[src/sv/dat_pkg.sv]
// Package for the dictionary article transcoder: shared types and constants.
// No dependencies.
`timescale 1ns / 1ps
package dat_pkg;

  // Configuration register indexes
  localparam logic [2:0] CFG_SEQ_COUNT = 3'd0;
  localparam logic [2:0] CFG_SEQ_A     = 3'd1;
  localparam logic [2:0] CFG_SEQ_B     = 3'd2;
  localparam logic [2:0] CFG_SEQ_C     = 3'd3;
  localparam logic [2:0] CFG_SEQ_D     = 3'd4;

  // How the back end expands one classified request
  typedef enum logic [2:0] {
    K_NONE,    // nothing to emit, only a possible status
    K_BYTE,    // one literal byte
    K_AMP,
    K_LT,
    K_GT,
    K_QUOT,
    K_BR
  } kind_t;

  // Request passed from front to back through the queue
  typedef struct packed {
    logic [5:0] nuls;    // held NULs to release first
    kind_t      kind;
    logic [7:0] data;
    logic       stat_en; // a status result follows
    logic       stat;    // malformed flag
  } req_t;

  function automatic logic [2:0] kind_len(input kind_t k);
    logic [2:0] n;
    n = 3'd0;
    unique case (k)
      K_NONE: n = 3'd0;
      K_BYTE: n = 3'd1;
      K_AMP:  n = 3'd5;
      K_LT:   n = 3'd4;
      K_GT:   n = 3'd4;
      K_QUOT: n = 3'd6;
      K_BR:   n = 3'd5;
      default: n = 3'd0;
    endcase
    return n;
  endfunction

  function automatic logic [7:0] kind_char(input kind_t k, input logic [2:0] i,
                                           input logic [7:0] d);
    logic [7:0] c;
    c = d;
    unique case (k)
      K_AMP: begin
        unique case (i)
          3'd0: c = "&"; 3'd1: c = "a"; 3'd2: c = "m"; 3'd3: c = "p";
          default: c = ";";
        endcase
      end
      K_LT: begin
        unique case (i)
          3'd0: c = "&"; 3'd1: c = "l"; 3'd2: c = "t";
          default: c = ";";
        endcase
      end
      K_GT: begin
        unique case (i)
          3'd0: c = "&"; 3'd1: c = "g"; 3'd2: c = "t";
          default: c = ";";
        endcase
      end
      K_QUOT: begin
        unique case (i)
          3'd0: c = "&"; 3'd1: c = "q"; 3'd2: c = "u"; 3'd3: c = "o";
          3'd4: c = "t"; default: c = ";";
        endcase
      end
      K_BR: begin
        unique case (i)
          3'd0: c = "<"; 3'd1: c = "b"; 3'd2: c = "r"; 3'd3: c = "/";
          default: c = ">";
        endcase
      end
      default: c = d;
    endcase
    return c;
  endfunction

endpackage

[src/sv/dictionary_article_transcoder.sv]
// Top level: dictionary article transcoder. Accepts one article byte a cycle unless the queue is full.
// The first result of an accepted byte passes through the queue and the back end's output register.
// Throughput: one input byte per cycle while the queue is not full; results leave one at a time, so an
//   escape (up to 6 bytes) or released NULs hold the input through the 4-deep queue.
// Reset: synchronous active-low rst_n clears article state, queue and registers.
`timescale 1ns / 1ps
module dictionary_article_transcoder
  import dat_pkg::*;
#(
  parameter int SEQ_MAX         = 31,
  parameter int PENDING_NUL_MAX = 32
) (
  input  logic        clk,
  input  logic        rst_n,
  input  logic        in_tvalid,
  output logic        in_tready,
  input  logic [7:0]  in_tdata,   // in_byte
  input  logic        in_tlast,   // article_end
  output logic        out_tvalid,
  input  logic        out_tready,
  output logic [7:0]  out_tdata,  // out_byte
  output logic [1:0]  out_tuser,  // [0] is_status, [1] status
  output logic        out_tlast,  // last
  input  logic        cfg_valid,
  output logic        cfg_ready,
  input  logic [2:0]  cfg_index,
  input  logic [63:0] cfg_data
);

  logic [4:0]  cnt_r;
  logic [63:0] sa_r, sb_r, sc_r, sd_r;

  assign cfg_ready = 1'b1;
  always_ff @(posedge clk) begin
    if (!rst_n) begin
      cnt_r <= '0; sa_r <= '0; sb_r <= '0; sc_r <= '0; sd_r <= '0;
    end else if (cfg_valid) begin
      unique case (cfg_index)
        CFG_SEQ_COUNT: cnt_r <= cfg_data[4:0];
        CFG_SEQ_A:     sa_r <= cfg_data;
        CFG_SEQ_B:     sb_r <= cfg_data;
        CFG_SEQ_C:     sc_r <= cfg_data;
        CFG_SEQ_D:     sd_r <= cfg_data;
        default: ;
      endcase
    end
  end

  logic full, empty, rd, step;
  req_t wreq, rreq;

  assign in_tready = !full;
  assign step      = in_tvalid && !full;

  dat_front #(.SEQ_MAX(SEQ_MAX), .PENDING_NUL_MAX(PENDING_NUL_MAX)) u_front (
    .clk, .rst_n, .step, .b(in_tdata), .fin(in_tlast),
    .seq_count(cnt_r), .seq_types({sd_r, sc_r, sb_r, sa_r}), .req(wreq)
  );

  dat_queue u_queue (
    .clk, .rst_n, .wr(step), .wdata(wreq), .full, .rd, .rdata(rreq), .empty
  );

  dat_back u_back (
    .clk, .rst_n, .q_empty(empty), .q_data(rreq), .q_rd(rd),
    .out_tvalid, .out_tready, .out_tdata, .out_tuser, .out_tlast
  );

endmodule

[src/sv/dat_front.sv]
// Front end: parses article bytes into field state and classifies each byte.
// Depends on dat_pkg.
`timescale 1ns / 1ps
module dat_front
  import dat_pkg::*;
#(
  parameter int SEQ_MAX         = 31,
  parameter int PENDING_NUL_MAX = 32
) (
  input  logic         clk,
  input  logic         rst_n,
  input  logic         step,
  input  logic [7:0]   b,
  input  logic         fin,
  input  logic [4:0]   seq_count,
  input  logic [255:0] seq_types,
  output req_t         req
);

  typedef enum logic [1:0] {PH_START, PH_LENGTH, PH_DATA, PH_FAILED} phase_t;

  phase_t      phase_r, phase_nxt;
  logic [4:0]  fidx_r, fidx_nxt;
  logic [7:0]  ftype_r, ftype_nxt;
  logic [31:0] len_r, len_nxt;
  logic [1:0]  lseen_r, lseen_nxt;
  logic [5:0]  pend_r, pend_nxt;
  logic        err_r, err_nxt;
  logic        rest_r, rest_nxt;

  logic [4:0] cnt_eff;
  assign cnt_eff = (32'(seq_count) > SEQ_MAX) ? 5'(SEQ_MAX) : seq_count;

  function automatic logic lower(input logic [7:0] c);
    return c >= "a" && c <= "z";
  endfunction
  function automatic logic upper(input logic [7:0] c);
    return c >= "A" && c <= "Z";
  endfunction

  always_comb begin
    logic [7:0]  t;
    logic        do_data, do_len, rest_f, counted, raw, ok, dend;
    logic [31:0] lv;
    phase_nxt = phase_r; fidx_nxt = fidx_r; ftype_nxt = ftype_r;
    len_nxt = len_r; lseen_nxt = lseen_r; pend_nxt = pend_r;
    err_nxt = err_r; rest_nxt = rest_r;
    req = '0;
    req.kind = K_NONE;
    do_data = 1'b0; do_len = 1'b0; dend = 1'b0;
    t = seq_types[{fidx_r, 3'b000} +: 8];
    lv = '0; rest_f = 1'b0; counted = 1'b0; raw = 1'b0;

    // Field start
    unique case (phase_r)
      PH_START: begin
        if (cnt_eff == 5'd0) begin
          ftype_nxt = b; rest_nxt = 1'b0; len_nxt = '0; lseen_nxt = '0;
          if (lower(b)) phase_nxt = PH_DATA;
          else if (upper(b)) phase_nxt = PH_LENGTH;
          else begin err_nxt = 1'b1; phase_nxt = PH_FAILED; pend_nxt = '0; end
        end else begin
          rest_f = (6'(fidx_r) + 6'd1) >= 6'(cnt_eff);
          ftype_nxt = t; rest_nxt = rest_f; len_nxt = '0; lseen_nxt = '0;
          if (lower(t) || (upper(t) && rest_f)) do_data = 1'b1;
          else if (upper(t)) do_len = 1'b1;
          else begin err_nxt = 1'b1; phase_nxt = PH_FAILED; pend_nxt = '0; end
        end
      end
      PH_LENGTH: do_len = 1'b1;
      PH_DATA:   do_data = 1'b1;
      default: ;
    endcase

    // Length byte
    if (do_len) begin
      phase_nxt = PH_LENGTH;
      lv = {len_nxt[23:0], b};
      len_nxt = lv;
      if (lseen_nxt == 2'd3) begin
        lseen_nxt = '0;
        if (lv == '0) dend = 1'b1;
        else phase_nxt = PH_DATA;
      end else begin
        lseen_nxt = lseen_nxt + 2'd1;
      end
    end

    // Data byte
    if (do_data) begin
      phase_nxt = PH_DATA;
      counted = upper(ftype_nxt) && !rest_nxt;
      raw = ftype_nxt == "h" || ftype_nxt == "g" || ftype_nxt == "x";
      if (lower(ftype_nxt) && !rest_nxt && b == 8'd0) begin
        dend = 1'b1;
      end else begin
        if (b == 8'd0) begin
          if (32'(pend_nxt) < PENDING_NUL_MAX) pend_nxt = pend_nxt + 6'd1;
        end else begin
          req.nuls = pend_nxt;
          pend_nxt = '0;
          req.data = b;
          if (raw) req.kind = K_BYTE;
          else begin
            unique case (b)
              "&":   req.kind = K_AMP;
              "<":   req.kind = K_LT;
              ">":   req.kind = K_GT;
              8'h22: req.kind = K_QUOT;
              8'h0a: req.kind = K_BR;
              8'h0d: req.kind = K_NONE;
              default: req.kind = K_BYTE;
            endcase
          end
        end
        if (counted) begin
          if (len_nxt != '0) len_nxt = len_nxt - 32'd1;
          if (len_nxt == '0) dend = 1'b1;
        end
      end
    end

    // Field end
    if (dend) begin
      pend_nxt = '0; len_nxt = '0; lseen_nxt = '0; rest_nxt = 1'b0;
      if (cnt_eff != 5'd0 && fidx_r < 5'd31) fidx_nxt = fidx_r + 5'd1;
      phase_nxt = PH_START;
    end

    // Article end
    if (fin) begin
      ok = !err_nxt && (phase_nxt == PH_START || (phase_nxt == PH_DATA && rest_nxt));
      req.stat_en = 1'b1;
      req.stat = !ok;
      phase_nxt = PH_START; fidx_nxt = '0; ftype_nxt = '0; len_nxt = '0;
      lseen_nxt = '0; pend_nxt = '0; err_nxt = 1'b0; rest_nxt = 1'b0;
    end
  end

  always_ff @(posedge clk) begin
    if (!rst_n) begin
      phase_r <= PH_START; fidx_r <= '0; ftype_r <= '0; len_r <= '0;
      lseen_r <= '0; pend_r <= '0; err_r <= 1'b0; rest_r <= 1'b0;
    end else if (step) begin
      phase_r <= phase_nxt; fidx_r <= fidx_nxt; ftype_r <= ftype_nxt;
      len_r <= len_nxt; lseen_r <= lseen_nxt; pend_r <= pend_nxt;
      err_r <= err_nxt; rest_r <= rest_nxt;
    end
  end

endmodule

[src/sv/dat_queue.sv]
// Short request queue between front and back end.
// Depends on dat_pkg.
`timescale 1ns / 1ps
module dat_queue
  import dat_pkg::*;
(
  input  logic clk,
  input  logic rst_n,
  input  logic wr,
  input  req_t wdata,
  output logic full,
  input  logic rd,
  output req_t rdata,
  output logic empty
);

  req_t       mem_r [4];
  logic [1:0] wp_r, rp_r;
  logic [2:0] cnt_r;

  assign full  = cnt_r == 3'd4;
  assign empty = cnt_r == 3'd0;
  assign rdata = mem_r[rp_r];

  always_ff @(posedge clk) begin
    if (wr) mem_r[wp_r] <= wdata;
  end

  always_ff @(posedge clk) begin
    if (!rst_n) begin
      wp_r <= '0; rp_r <= '0; cnt_r <= '0;
    end else begin
      if (wr) wp_r <= wp_r + 2'd1;
      if (rd) rp_r <= rp_r + 2'd1;
      cnt_r <= cnt_r + 3'(wr) - 3'(rd);
    end
  end

endmodule

[src/sv/dat_back.sv]
// Back end: expands requests into NULs, literal bytes, entity or <br/> text and status results.
// Depends on dat_pkg.
`timescale 1ns / 1ps
module dat_back
  import dat_pkg::*;
(
  input  logic       clk,
  input  logic       rst_n,
  input  logic       q_empty,
  input  req_t       q_data,
  output logic       q_rd,
  output logic       out_tvalid,
  input  logic       out_tready,
  output logic [7:0] out_tdata,
  output logic [1:0] out_tuser,
  output logic       out_tlast
);

  typedef enum logic [1:0] {S_NUL, S_TXT, S_STAT} step_t;

  logic [5:0] ncnt_r;
  logic [2:0] ci_r;
  step_t      st_r;
  logic       v_r, last_r, iss_r, stv_r;
  logic [7:0] d_r;

  logic [2:0] tlen;
  req_t       cur;
  assign cur  = q_data;
  assign tlen = kind_len(cur.kind);

  // Skip parts of the head request that have nothing left to emit
  step_t es;
  always_comb begin
    if (st_r == S_NUL && ncnt_r != cur.nuls) es = S_NUL;
    else if (st_r != S_STAT && ci_r != tlen) es = S_TXT;
    else es = S_STAT;
  end

  // Next result from the head request
  logic       have, is_s;
  logic [7:0] ob;
  always_comb begin
    have = 1'b1; is_s = 1'b0; ob = '0;
    unique case (es)
      S_NUL:  ob = '0;
      S_TXT:  ob = kind_char(cur.kind, ci_r, cur.data);
      S_STAT: begin
        is_s = cur.stat_en;
        have = cur.stat_en;
      end
      default: have = 1'b0;
    endcase
  end

  // Does anything follow this result within the request
  logic more;
  always_comb begin
    unique case (es)
      S_NUL:  more = (ncnt_r + 6'd1 != cur.nuls) || tlen != 3'd0 || cur.stat_en;
      S_TXT:  more = (ci_r + 3'd1 != tlen) || cur.stat_en;
      default: more = 1'b0;
    endcase
  end

  logic adv;
  assign adv  = !q_empty && (!v_r || out_tready);
  assign q_rd = adv && (!have || !more);

  always_ff @(posedge clk) begin
    if (!rst_n) begin
      st_r <= S_NUL; ncnt_r <= '0; ci_r <= '0; v_r <= 1'b0;
    end else begin
      if (adv && have) v_r <= 1'b1;
      else if (out_tready) v_r <= 1'b0;
      if (adv && have) begin
        d_r <= ob; iss_r <= is_s; stv_r <= is_s & cur.stat;
        last_r <= !more;
      end
      if (adv) begin
        if (q_rd) begin
          st_r <= S_NUL; ncnt_r <= '0; ci_r <= '0;
        end else begin
          st_r <= es;
          unique case (es)
            S_NUL:   ncnt_r <= ncnt_r + 6'd1;
            S_TXT:   ci_r <= ci_r + 3'd1;
            default: ;
          endcase
        end
      end
    end
  end

  assign out_tvalid = v_r;
  assign out_tdata  = iss_r ? 8'd0 : d_r;
  assign out_tuser  = {stv_r, iss_r};
  assign out_tlast  = last_r;

endmodule

[config.mk]
export PLATFORM = sky130hd
export DESIGN_NAME = dictionary_article_transcoder
export DESIGN_NICKNAME = d
export VERILOG_FILES = /design/src/sv/dat_pkg.sv /design/src/sv/dictionary_article_transcoder.sv /design/src/sv/dat_front.sv /design/src/sv/dat_queue.sv /design/src/sv/dat_back.sv
export SDC_FILE = /design/constraint.sdc
export NUM_CORES = 1
export LEC_CHECK = 0
export ABC_AREA = 1
export BUFFER_PORTS_ARGS = -buffer_cell sky130_fd_sc_hd__buf_4
export CAP_MARGIN = 25
export CORE_MARGIN = 10
export CORE_UTILIZATION = 30
export CTS_CLUSTER_DIAMETER = 60
export DETAILED_ROUTE_END_ITERATION = 8
export GPL_ROUTABILITY_DRIVEN = 0
export PLACE_DENSITY_LB_ADDON = 0.12
export SYNTH_ARGS = -nofsm -noshare
export SYNTH_HDL_FRONTEND = slang
export SYNTH_SLANG_ARGS = --single-unit
export TNS_END_PERCENT = 5
[constraint.sdc]
create_clock -name clk -period 8.33 [get_ports clk]
set_clock_uncertainty 0.1 [all_clocks]
set_input_delay 0.833 -clock clk [delete_from_list [all_inputs] [get_ports clk]]
set_output_delay 0.833 -clock clk [all_outputs]
set_load 0.02 [all_outputs]
======== Word level (Yosys, flattened, before mapping) ========
Memories as Yosys holds them, arrays and structs flattened. A register that Yosys moved wholly into a read port is not among the register bits.
Index checks and enable logic that the tools add are counted.
word-level totals
  register bits after elaboration ......... 348
  latch bits .............................. 0
  bits in writable memories ............... 76
  memory bits (read-only) ................. 0
  input port bits ......................... 81
  output and inout port bits .............. 14
  memories kept ........................... 1
operators by class
  $add $sub $neg .......................... 11
  multipliers ............................. 0
  div/mod/pow operators ................... 0
  $lt $le $gt $ge ......................... 15
  eq/ne operators ......................... 35
  shifts and indexed selects .............. 1
  mux-type cells .......................... 101
  bitwise gates (word level) .............. 1
  reductions and logical operators ........ 67
memories
  name           words  width  rd ports  clocked after Yosys merged registers in  wr ports  RTL line         source
  u_queue.mem_r  4      19     1         1                                        1         dat_queue.sv:17  req_t mem_r [4];
operator list
  cell                                                                                 number
  32-bit 2-to-1 mux                                                                    11
  256-bit by 9-bit variable part select with 8-bit output                              1
  6-bit 2-to-1 mux                                                                     14
  32-bit zero test                                                                     2
  7-bit one-hot mux with 4 select lines                                                2
  17-bit 2-to-1 mux                                                                    3
  8-bit by 7-bit greater-or-equal comparator with 1-bit output, second input constant  6
  8-bit by 7-bit less-or-equal comparator with 1-bit output, second input constant     6
  2-bit 2-to-1 mux                                                                     23
  7-bit one-hot mux with 3 select lines                                                2
  8-bit one-hot mux with 5 select lines                                                1
  7-bit one-hot mux with 5 select lines                                                1
  8-bit by 6-bit equality test with 1-bit output, second input constant                4
  8-bit 2-to-1 mux                                                                     4
  32-bit nonzero test                                                                  1
  32-bit by 1-bit subtractor with 32-bit output, second input constant                 1
  1-bit 2-to-1 mux                                                                     28
  8-bit by 7-bit equality test with 1-bit output, second input constant                3
  1-bit logical AND                                                                    19
  3-bit by 2-bit equality test with 1-bit output, second input constant                6
  3-bit equality test, second input constant                                           6
  3-bit one-hot mux with 6 select lines                                                1
  8-bit by 4-bit equality test with 1-bit output, second input constant                2
  2-bit AND reduction                                                                  8
  32 further kinds                                                                     76

======== Logic depth before layout (Yosys ltp) ========
Gate-level depths: netlist (run 1).
  depth in word-level cells ............... 26
  depth in mapped cells ................... 45

======== Hierarchy ========
A second synthesis (run 1) with hierarchy kept.
unflattened totals
  cell total of the unflattened synthesis .. 3723
  area, all modules ....................... 24275.8 um2
by module, submodules not included
  module                         instances  cells an instance  area an instance (um2)
  dictionary_article_transcoder  1          1500               10322.4
  dat_front                      1          1670               8468.1
  dat_queue                      1          275                3602.2
  dat_back                       1          278                1883.1

======== Worst setup path after synthesis (run 1) ========
OpenSTA, ideal clock, no wires.
  path type ............................... reg-to-reg
  start point ............................. register u_front.fidx_r[2]
  end point ............................... register u_front.pend_r[4]
  arrival time ............................ 4.536 ns
  data required time ...................... 8.098 ns
  path slack .............................. 3.561 ns
  stages on the path, launching flop included .. 37
  buffers on the path ..................... 6
  clock period less this slack ............ 4.769 ns
  cells stage by stage .................... dfxtp_1 -> buf_4 -> clkbuf_1 -> nand2_1 -> inv_1 -> nor2_1 -> ha_1 -> o21a_1 -> o21a_1 -> o21a_1 -> nor3_1 -> nand3_2 -> nor2_4 -> nand2_4 -> nand2_4 -> buf_6 -> nand2_1 -> nand2_1 -> ha_1 -> nand3_1 -> nor2_2 -> nand3_2 -> nor2_4 -> nand2_2 -> buf_6 -> buf_4 -> nand2_1 -> nand4_1 -> nor2_1 -> nand2_1 -> nand2_2 -> nand2_4 -> nand2_4 -> inv_6 -> buf_6 -> nand3_2 -> a21oi_1
on the way
  longest elaborated chain between the ends .. 21
  elaborated cells between the ends (all ways) .. 57
  those cells by class .................... add/sub (3); order compare (10); shift (1); mux (31); reduce/logical (12)
RTL lines
  what                                                                                                                                              RTL line          source
  start: declaration                                                                                                                                dat_front.sv:23   logic [4:0] fidx_r, fidx_nxt;
  start signal: assignment                                                                                                                          dat_front.sv:145  phase_r <= phase_nxt; fidx_r <= fidx_nxt; ftype_r <= ftype_nxt;
  256-bit by 9-bit variable part select with 8-bit output                                                                                           dat_front.sv:51   t = seq_types[{fidx_r, 3'b000} +: 8];
  8-bit by 7-bit greater-or-equal comparator with 1-bit output / 8-bit by 7-bit less-or-equal comparator with 1-bit output (equally long branches)  dat_front.sv:38   return c >= "A" && c <= "Z";
  1-bit logical AND                                                                                                                                 dat_front.sv:38
  1-bit logical AND                                                                                                                                 dat_front.sv:65   if (lower(t) || (upper(t) && rest_f)) do_data = 1'b1;
  1-bit logical OR                                                                                                                                  dat_front.sv:65
  1-bit 2-to-1 mux                                                                                                                                  dat_front.sv:65
  1-bit 2-to-1 mux                                                                                                                                  dat_front.sv:57   if (cnt_eff == 5'd0) begin
  1-bit one-hot mux with 2 select lines                                                                                                             dat_front.sv:55   unique case (phase_r)
  [5 not listed]                                                                                                                                    n/a
  32-bit 2-to-1 mux                                                                                                                                 dat_front.sv:90   if (do_data) begin
  32-bit zero test                                                                                                                                  dat_front.sv:118  if (len_nxt == '0) dend = 1'b1;
  1-bit 2-to-1 mux                                                                                                                                  dat_front.sv:118
  1-bit 2-to-1 mux                                                                                                                                  dat_front.sv:116  if (counted) begin
  1-bit 2-to-1 mux                                                                                                                                  dat_front.sv:94   if (lower(ftype_nxt) && !rest_nxt && b == 8'd0) begin
  1-bit 2-to-1 mux                                                                                                                                  dat_front.sv:90
  6-bit 2-to-1 mux *                                                                                                                                dat_front.sv:124  if (dend) begin
  6-bit 2-to-1 mux *                                                                                                                                dat_front.sv:131  if (fin) begin
  end signal: assignment                                                                                                                            dat_front.sv:146  len_r <= len_nxt; lseen_r <= lseen_nxt; pend_r <= pend_nxt;
  end: declaration                                                                                                                                  dat_front.sv:27   logic [5:0] pend_r, pend_nxt;
Every way passes the cells marked *; elsewhere a longest branch is shown, timed or not. The select of a mux whose other input is x is not followed.
A chain may end at the register's enable or synchronous reset.

======== Final worst setup path (run 1) ========
  start point ............................. register u_front.fidx_r[0]
  end point ............................... register u_front.len_r[31]
on the way
  longest elaborated chain between the ends .. 21
  elaborated cells between the ends (all ways) .. 50
  those cells by class .................... add/sub (2); order compare (9); shift (1); mux (26); reduce/logical (12)
RTL lines
  what                                                                                                                                              RTL line          source
  256-bit by 9-bit variable part select with 8-bit output                                                                                           dat_front.sv:51
  8-bit by 7-bit greater-or-equal comparator with 1-bit output / 8-bit by 7-bit less-or-equal comparator with 1-bit output (equally long branches)  dat_front.sv:38
  1-bit logical AND                                                                                                                                 dat_front.sv:38
  1-bit logical AND                                                                                                                                 dat_front.sv:65
  1-bit logical OR                                                                                                                                  dat_front.sv:65
  1-bit 2-to-1 mux                                                                                                                                  dat_front.sv:65
  1-bit 2-to-1 mux                                                                                                                                  dat_front.sv:57
  1-bit one-hot mux with 2 select lines                                                                                                             dat_front.sv:55
  [5 not listed]                                                                                                                                    n/a
  32-bit 2-to-1 mux                                                                                                                                 dat_front.sv:90
  32-bit zero test                                                                                                                                  dat_front.sv:118
  1-bit 2-to-1 mux                                                                                                                                  dat_front.sv:118
  1-bit 2-to-1 mux                                                                                                                                  dat_front.sv:116
  1-bit 2-to-1 mux                                                                                                                                  dat_front.sv:94
  1-bit 2-to-1 mux                                                                                                                                  dat_front.sv:90
  32-bit 2-to-1 mux *                                                                                                                               dat_front.sv:124
  32-bit 2-to-1 mux *                                                                                                                               dat_front.sv:131
  end signal: assignment                                                                                                                            dat_front.sv:146
  end: declaration                                                                                                                                  dat_front.sv:25   logic [31:0] len_r, len_nxt;
Marked as above.

==> impl_metrics.toml, run 1 <==
[floorplan]
io_pins = 95
coreArea_um2 = 76100
initial_utilization = 0.303
rows = 101
die_w_um = 297
dieHeight_um = 297
die-area_um2 = 88400

[worst_setup_path]
crit_path_max_incr_delay_ns = 0.66
endpoint_kind = "flip-flop"
startpoint_type = "flip-flop"
cp.required_ns = 8.69
path_max_fanout = 70
worst_path_most_repeated_cell = "nand2_1"
path_class = "flip-flop to flip-flop"
r2r_cells = 37
arrival_ns = 7.51
cpMaxStageDelayCell = "buf_4"

[routing]
via_per_inst = 4.91
drt-initial-drc-count = 1651
wl_met3_um = 3960
wl_met1_um = 39200
drcViolationCount = 0
routed_wl_um = 81500
ant_nets = 0
vias = 21600
highest_layer = "met5"
drt-wirelength-per-cell_um = 18.6
firstDrtPassIters = 5
met2_length_um = 36400

[yosys]
yosys_warnings = 0
avgSynthCellArea_um2 = 6.89
async_flop_share = 0
syn_inst = 3348
yosys.area_share.simple = 0.279
syn_nets = 3451
synth_top_family_by_area = "simple AND/OR/NAND/NOR gates"
ys_seq_elements = 426
synth_seq_area_share = 0.407
synth_compound_area_frac = 0.185
synth_flop_cell = "dfxtp_1"
synth_edf_count = 87
synthMuxAreaShare = 0
synth_fa_ha_area_frac = 0.0123
synthDistinctLibCells = 58
synthXorXnorAreaFrac = 0.00873
syn_area_um2 = 23100

[hold_path]
hold_class = "flip-flop to flip-flop"
min_path_cells = 2

[timing]
setup_viol = 0
relSlewSlack = 0.316
tns_ns = 0
max_freq_ghz = 0.140
fin_crit_sh = 0.858
fin_crit_ns = 7.15
hold_viol_final = 0
tightest_slew_ns = 1.03
rsz0062_at_grt = "false"
slew_violations = 0

[cells_and_area]
n_fill_cell = 8372
finish.utilization = 0.344
fin_cells = 4396
drive_gt1_frac = 0.0918
final_area_um2 = 26100
antenna_cells = 0
nets = 3426
area_growth_pct = 13.2

[power_and_ir_drop]
p_switching_w = 0.00256
clkPwrFrac = 0.342
p_leak_nw = 10.8
p_int_w = 0.00432
p_comb_frac = 0.315
power_w = 0.00687
vdd_drop_max_mv = 0.125
p_seq_frac = 0.343
powerDensity_nw_per_um2 = 263
swShare = 0.372

[clock_network]
clock_latency_ns = 0.61
clock_path_buffers = 3
clkSinkCount = 426
ctsResizeCount = 0
cts_max_level = 2
root_buffer = "clkbuf_16"
post_cts_buffers = 0
numCtsBuffers = 51
cts_tree = "yes"
ctsHoldBuffers = 0
path_clk_slew_ns = 0.07

[global_routing]
antenna_found_initial = 1
grt_pass1_vias = 20400
gr-total-overflow = 0
grt_pass1_wl_um = 126000
grt_max_degree = 119
grt_use_total = 0.179

[job]
cap_violations = 0

[placement]
numPortBuffers = 93
dp_hpwl_um = 55900
placed_area_um2 = 24300
dp_cells = 4299

[outcome]
status = "completed"
state kept, by name (all words and copies together), names as in the netlist, 2 cells and up, named ones only:
register         count
cnt_r                5
sa_r                64
sb_r                64
sc_r                64
sd_r                64
u_back.ci_r          3
u_back.d_r           8
u_back.ncnt_r        6
u_back.st_r          2
u_front.fidx_r       5
u_front.ftype_r      8
u_front.len_r       32
u_front.lseen_r      2
u_front.pend_r       6
u_front.phase_r      2
u_queue.cnt_r        3
u_queue.mem_r       76
u_queue.rp_r         2
u_queue.wp_r         2
per-stage QoR:
stage	worst slack, ns	hold slack (ns)
5_1_grt	0.532	0.361
2_1_floorplan	3.56	0.320
3_5_place_dp	1.34	0.337
3_3_place_gp	1.47	0.334
6_report	1.18	0.346
4_1_cts	1.28	0.346
area by class of cell:
type,instances,area (µm²),area share
multi-input combinational,2335,11200,0.430
sequential,426,9400,0.360
clock buffer,72,1470,0.0562
inverter,377,1420,0.0545
tap,1030,1290,0.0493
timing repair buffer,132,1020,0.0389
clock inverter,24,294,0.0113
Yosys cell counts (12+ instances only):
cell type / n / share of area
nand2_1: 666 / 0.11
o21ai_0: 402 / 0.087
nor2_1: 383 / 0.062
inv_1: 363 / 0.059
dfxtp_1: 339 / 0.29
a21oi_1: 312 / 0.068
nand3_1: 300 / 0.065
clkbuf_1: 141 / 0.023
edfxtp_1: 87 / 0.11
nand3_2: 32 / 0.014
buf_6: 28 / 0.014
buf_2: 22 / 0.0048
ha_1: 21 / 0.011
o211ai_1: 21 / 0.0068
xor2_1: 21 / 0.0080
nand4_1: 20 / 0.0054
nor3_1: 18 / 0.0039
nand2_2: 12 / 0.0033
nor2_2: 12 / 0.0033
layout by cell type, fill, tap and decap left out, drive strengths merged, types with 8 or more instances in the layout:
| cell | synthesis | routed |
|---|---|---|
| clkinv | 6 | 23 |
| nand4 | 20 | 20 |
| inv | 371 | 369 |
| nor3 | 19 | 19 |
| nand3 | 333 | 333 |
| a31oi | 11 | 11 |
| nor2 | 399 | 399 |
| dfxtp | 339 | 339 |
| o211ai | 24 | 24 |
| a22oi | 9 | 9 |
| clkbuf | 141 | 73 |
| ha | 21 | 21 |
| a21oi | 312 | 312 |
| edfxtp | 87 | 87 |
| buf | 69 | 131 |
| o21ai | 412 | 412 |
| xor2 | 21 | 21 |
| nand2 | 682 | 682 |
| o22ai | 8 | 8 |
| or2 | 15 | 15 |
routing by layer:
layer / GRT usage / vias to the layer above
li1: - / 10900
met1: 0.250 / 10100
met2: 0.282 / 481
met3: 0.0275 / 102
met4: 0.0478 / 2
met5: 0 / -
worst paths after layout:
| kind | from | end | slack (ns) |
|---|---|---|---|
| worst max-delay path | u_front.fidx_r[0] | u_front.len_r[31] | 1.18 |
| worst max register to register | u_front.fidx_r[0] | u_front.len_r[31] | 1.18 |
| worst min register to register | sc_r[34] | sc_r[34] | 0.35 |
| worst min-delay path | sc_r[34] | sc_r[34] | 0.35 |
critical path, delay by kind of cell (launching register included):
kind | cells | cell delay [ns]
AO/OA/AOI/OAI | 2 | 0.19
adder cells (fa/ha/maj) | 1 | 0.24
buffers and inverters | 5 | 1.65
flip-flops | 1 | 0.35
AND/OR/NAND/NOR | 29 | 4.30
power groups by stage:
stage	Combinational [W]	Sequential, W	Clock (W)
CTS	0.00217	0.00235	0.00241
global route	0.00244	0.00237	0.00251
detailed placement	0.00216	0.00240	0
floorplan	0.00151	0.00237	0
global placement	0.00218	0.00240	0
finish	0.00217	0.00235	0.00235
cell families (layout without fill, tap and decap cells):
family          count (synthesis)  in the layout
compound gates                807            807
xor+xnor                       23             23
fa+ha+maj                      22             22
buf+inv                       587            605
flops                         426            426
other cells                     1              1
simple gates                 1482           1482
Note: power is estimated with default switching activity, not from simulation.
==> inputs of run 2 (changes only) <==
clock period = 8.49 ns   (was 8.33 ns; I/O delays follow)
==> impl_metrics.toml, run 2 (synthesis gave the netlist of run 1 again) <==
[outcome]
status = "completed"

[worst_setup_path]
startpoint_type = "flip-flop"
endpoint_kind = "flip-flop"
r2r_cells = 30
crit_family = "simple AND/OR/NAND/NOR gates"
crit_path_max_incr_delay_ns = 0.55
r2r_slack_ns = 1.44
cp.required_ns = 8.67
path_class = "flip-flop to flip-flop"
path_max_fanout = 70
arrival_ns = 7.23
crit_buf_inv = 1
worst_path_most_repeated_cell = "nand2_1"
path_depth = 30
cpMaxStageDelayCell = "buf_4"

[timing]
tns_ns = 0
hold-worst-slack_ns = 0.343
hold_viol_final = 0
max_freq_ghz = 0.142
slew_violations = 0
rsz0062_at_grt = "false"
setup_viol = 0
relSlewSlack = 0.307
fin_crit_ns = 7.05
tightest_slew_ns = 1.04
finalWorstSetupSlack_ns = 1.44
fin_crit_sh = 0.830

[power_and_ir_drop]
power_w = 0.00686
swShare = 0.370
p_int_w = 0.00432
p_seq_frac = 0.337
p_comb_frac = 0.312
clkPwrFrac = 0.350
powerDensity_nw_per_um2 = 262
vdd_drop_max_mv = 0.111
p_leak_nw = 10.8
p_switching_w = 0.00254

[clock_network]
cts_tree = "yes"
numCtsBuffers = 52
cts_max_level = 2
ctsResizeCount = 0
ctsHoldBuffers = 0
clkSinkCount = 426
root_buffer = "clkbuf_16"
clock_path_buffers = 3
path_clk_slew_ns = 0.06
post_cts_buffers = 0
clock_latency_ns = 0.61

[routing]
routed_wl_um = 81200
drt-initial-drc-count = 1764
firstDrtPassIters = 5
ant_nets = 0
vias = 21500
via_per_inst = 4.89
drt-wirelength-per-cell_um = 18.5
drcViolationCount = 0

[job]
cap_violations = 0

[global_routing]
grt_pass1_vias = 20000
antenna_found_initial = 2
grt_pass1_wl_um = 125000
grt_use_total = 0.177
grt_max_degree = 199
gr-total-overflow = 0

[cells_and_area]
area_growth_pct = 13.7
n_fill_cell = 8298
nets = 3427
layout_common_cells = "nand2_1 (666), o21ai_0 (402), nor2_1 (383)"
regMostFlops = "u_queue.mem_r"
antenna_cells = 0
layout_commonest_cell = "nand2_1"
drive_gt1_frac = 0.0924
final_area_um2 = 26200
largest_reg_flops = 76

[hold_path]
min_path_cells = 2
hold_class = "flip-flop to flip-flop"

[floorplan]
initial_utilization = 0.303
die_w_um = 297
dieHeight_um = 297
die-area_um2 = 88400
coreArea_um2 = 76100
rows = 101
io_pins = 95

[placement]
dpl_worst_slack_ns = 1.54
placed_area_um2 = 24400
numPortBuffers = 93
dp_hpwl_um = 56100
-- run 2: cell types whose count changed in the layout (fill, tap and decap cells not counted), sizes merged --
| cell | before | now |
|---|---|---|
| clkinvlp | 3 | 2 |
| clkinv | 23 | 25 |
| bufinv | 6 | 9 |
| clkbuf | 73 | 69 |
-- run 2: layer usage --
| metal | up-vias | global-route usage | wire length (µm) |
|---|---|---|---|
| met5 | - | 0 | 12 |
| met4 | 2 | 0.0408 | 1470 |
| met3 | 86 | 0.0254 | 3740 |
| met2 | 466 | 0.278 | 36400 |
| met1 | 10000 | 0.252 | 39600 |
| li1 | 10900 | - | - |
-- run 2: worst paths after layout --
kind,start,to
worst max-delay path,u_front.fidx_r[0],u_queue.mem_r[2][0]
worst min-delay path,sc_r[7],sc_r[7]
worst max register to register,u_front.fidx_r[0],u_queue.mem_r[2][0]
worst min register to register,sc_r[7],sc_r[7]
-- run 2: power groups by stage --
stage               logic, W  clock network [W]  registers, W
finish               0.00214            0.00240       0.00231
global route         0.00240            0.00255       0.00233
CTS                  0.00213            0.00247       0.00232
detailed placement   0.00212                  0       0.00236
global placement     0.00214                  0       0.00236
floorplan            0.00149                  0       0.00233
-- run 2: final cells by class --
type | instances | area (µm²) | share of cell area
clock buffers | 68 | 1450 | 0.0554
clock inverters | 28 | 389 | 0.0148
inverters | 377 | 1420 | 0.0543
multi-input cells | 2335 | 11200 | 0.428
flip-flops and latches | 426 | 9400 | 0.358
well taps | 1030 | 1290 | 0.0491
repair buffers | 132 | 1040 | 0.0397
-- run 2: worst register-to-register path, delay by kind of cell, from the launching register on --
| kind | cells | cell delay (ns) |
|---|---|---|
| flops | 1 | 0.36 |
| simple gates | 21 | 4.05 |
| compound gates | 5 | 0.76 |
| fa+ha+maj | 3 | 0.93 |
| buf+inv | 1 | 0.55 |
-- run 2: metrics by stage --
| stage | std cells | util |
|---|---|---|
| 3_3_place_gp | 4299 | 0.320 |
| 4_1_cts | 4396 | 0.345 |
| 2_1_floorplan | 3348 | - |
| 3_5_place_dp | 4300 | 0.321 |
| 6_report | 4396 | 0.345 |
| 5_1_grt | 4396 | 0.345 |
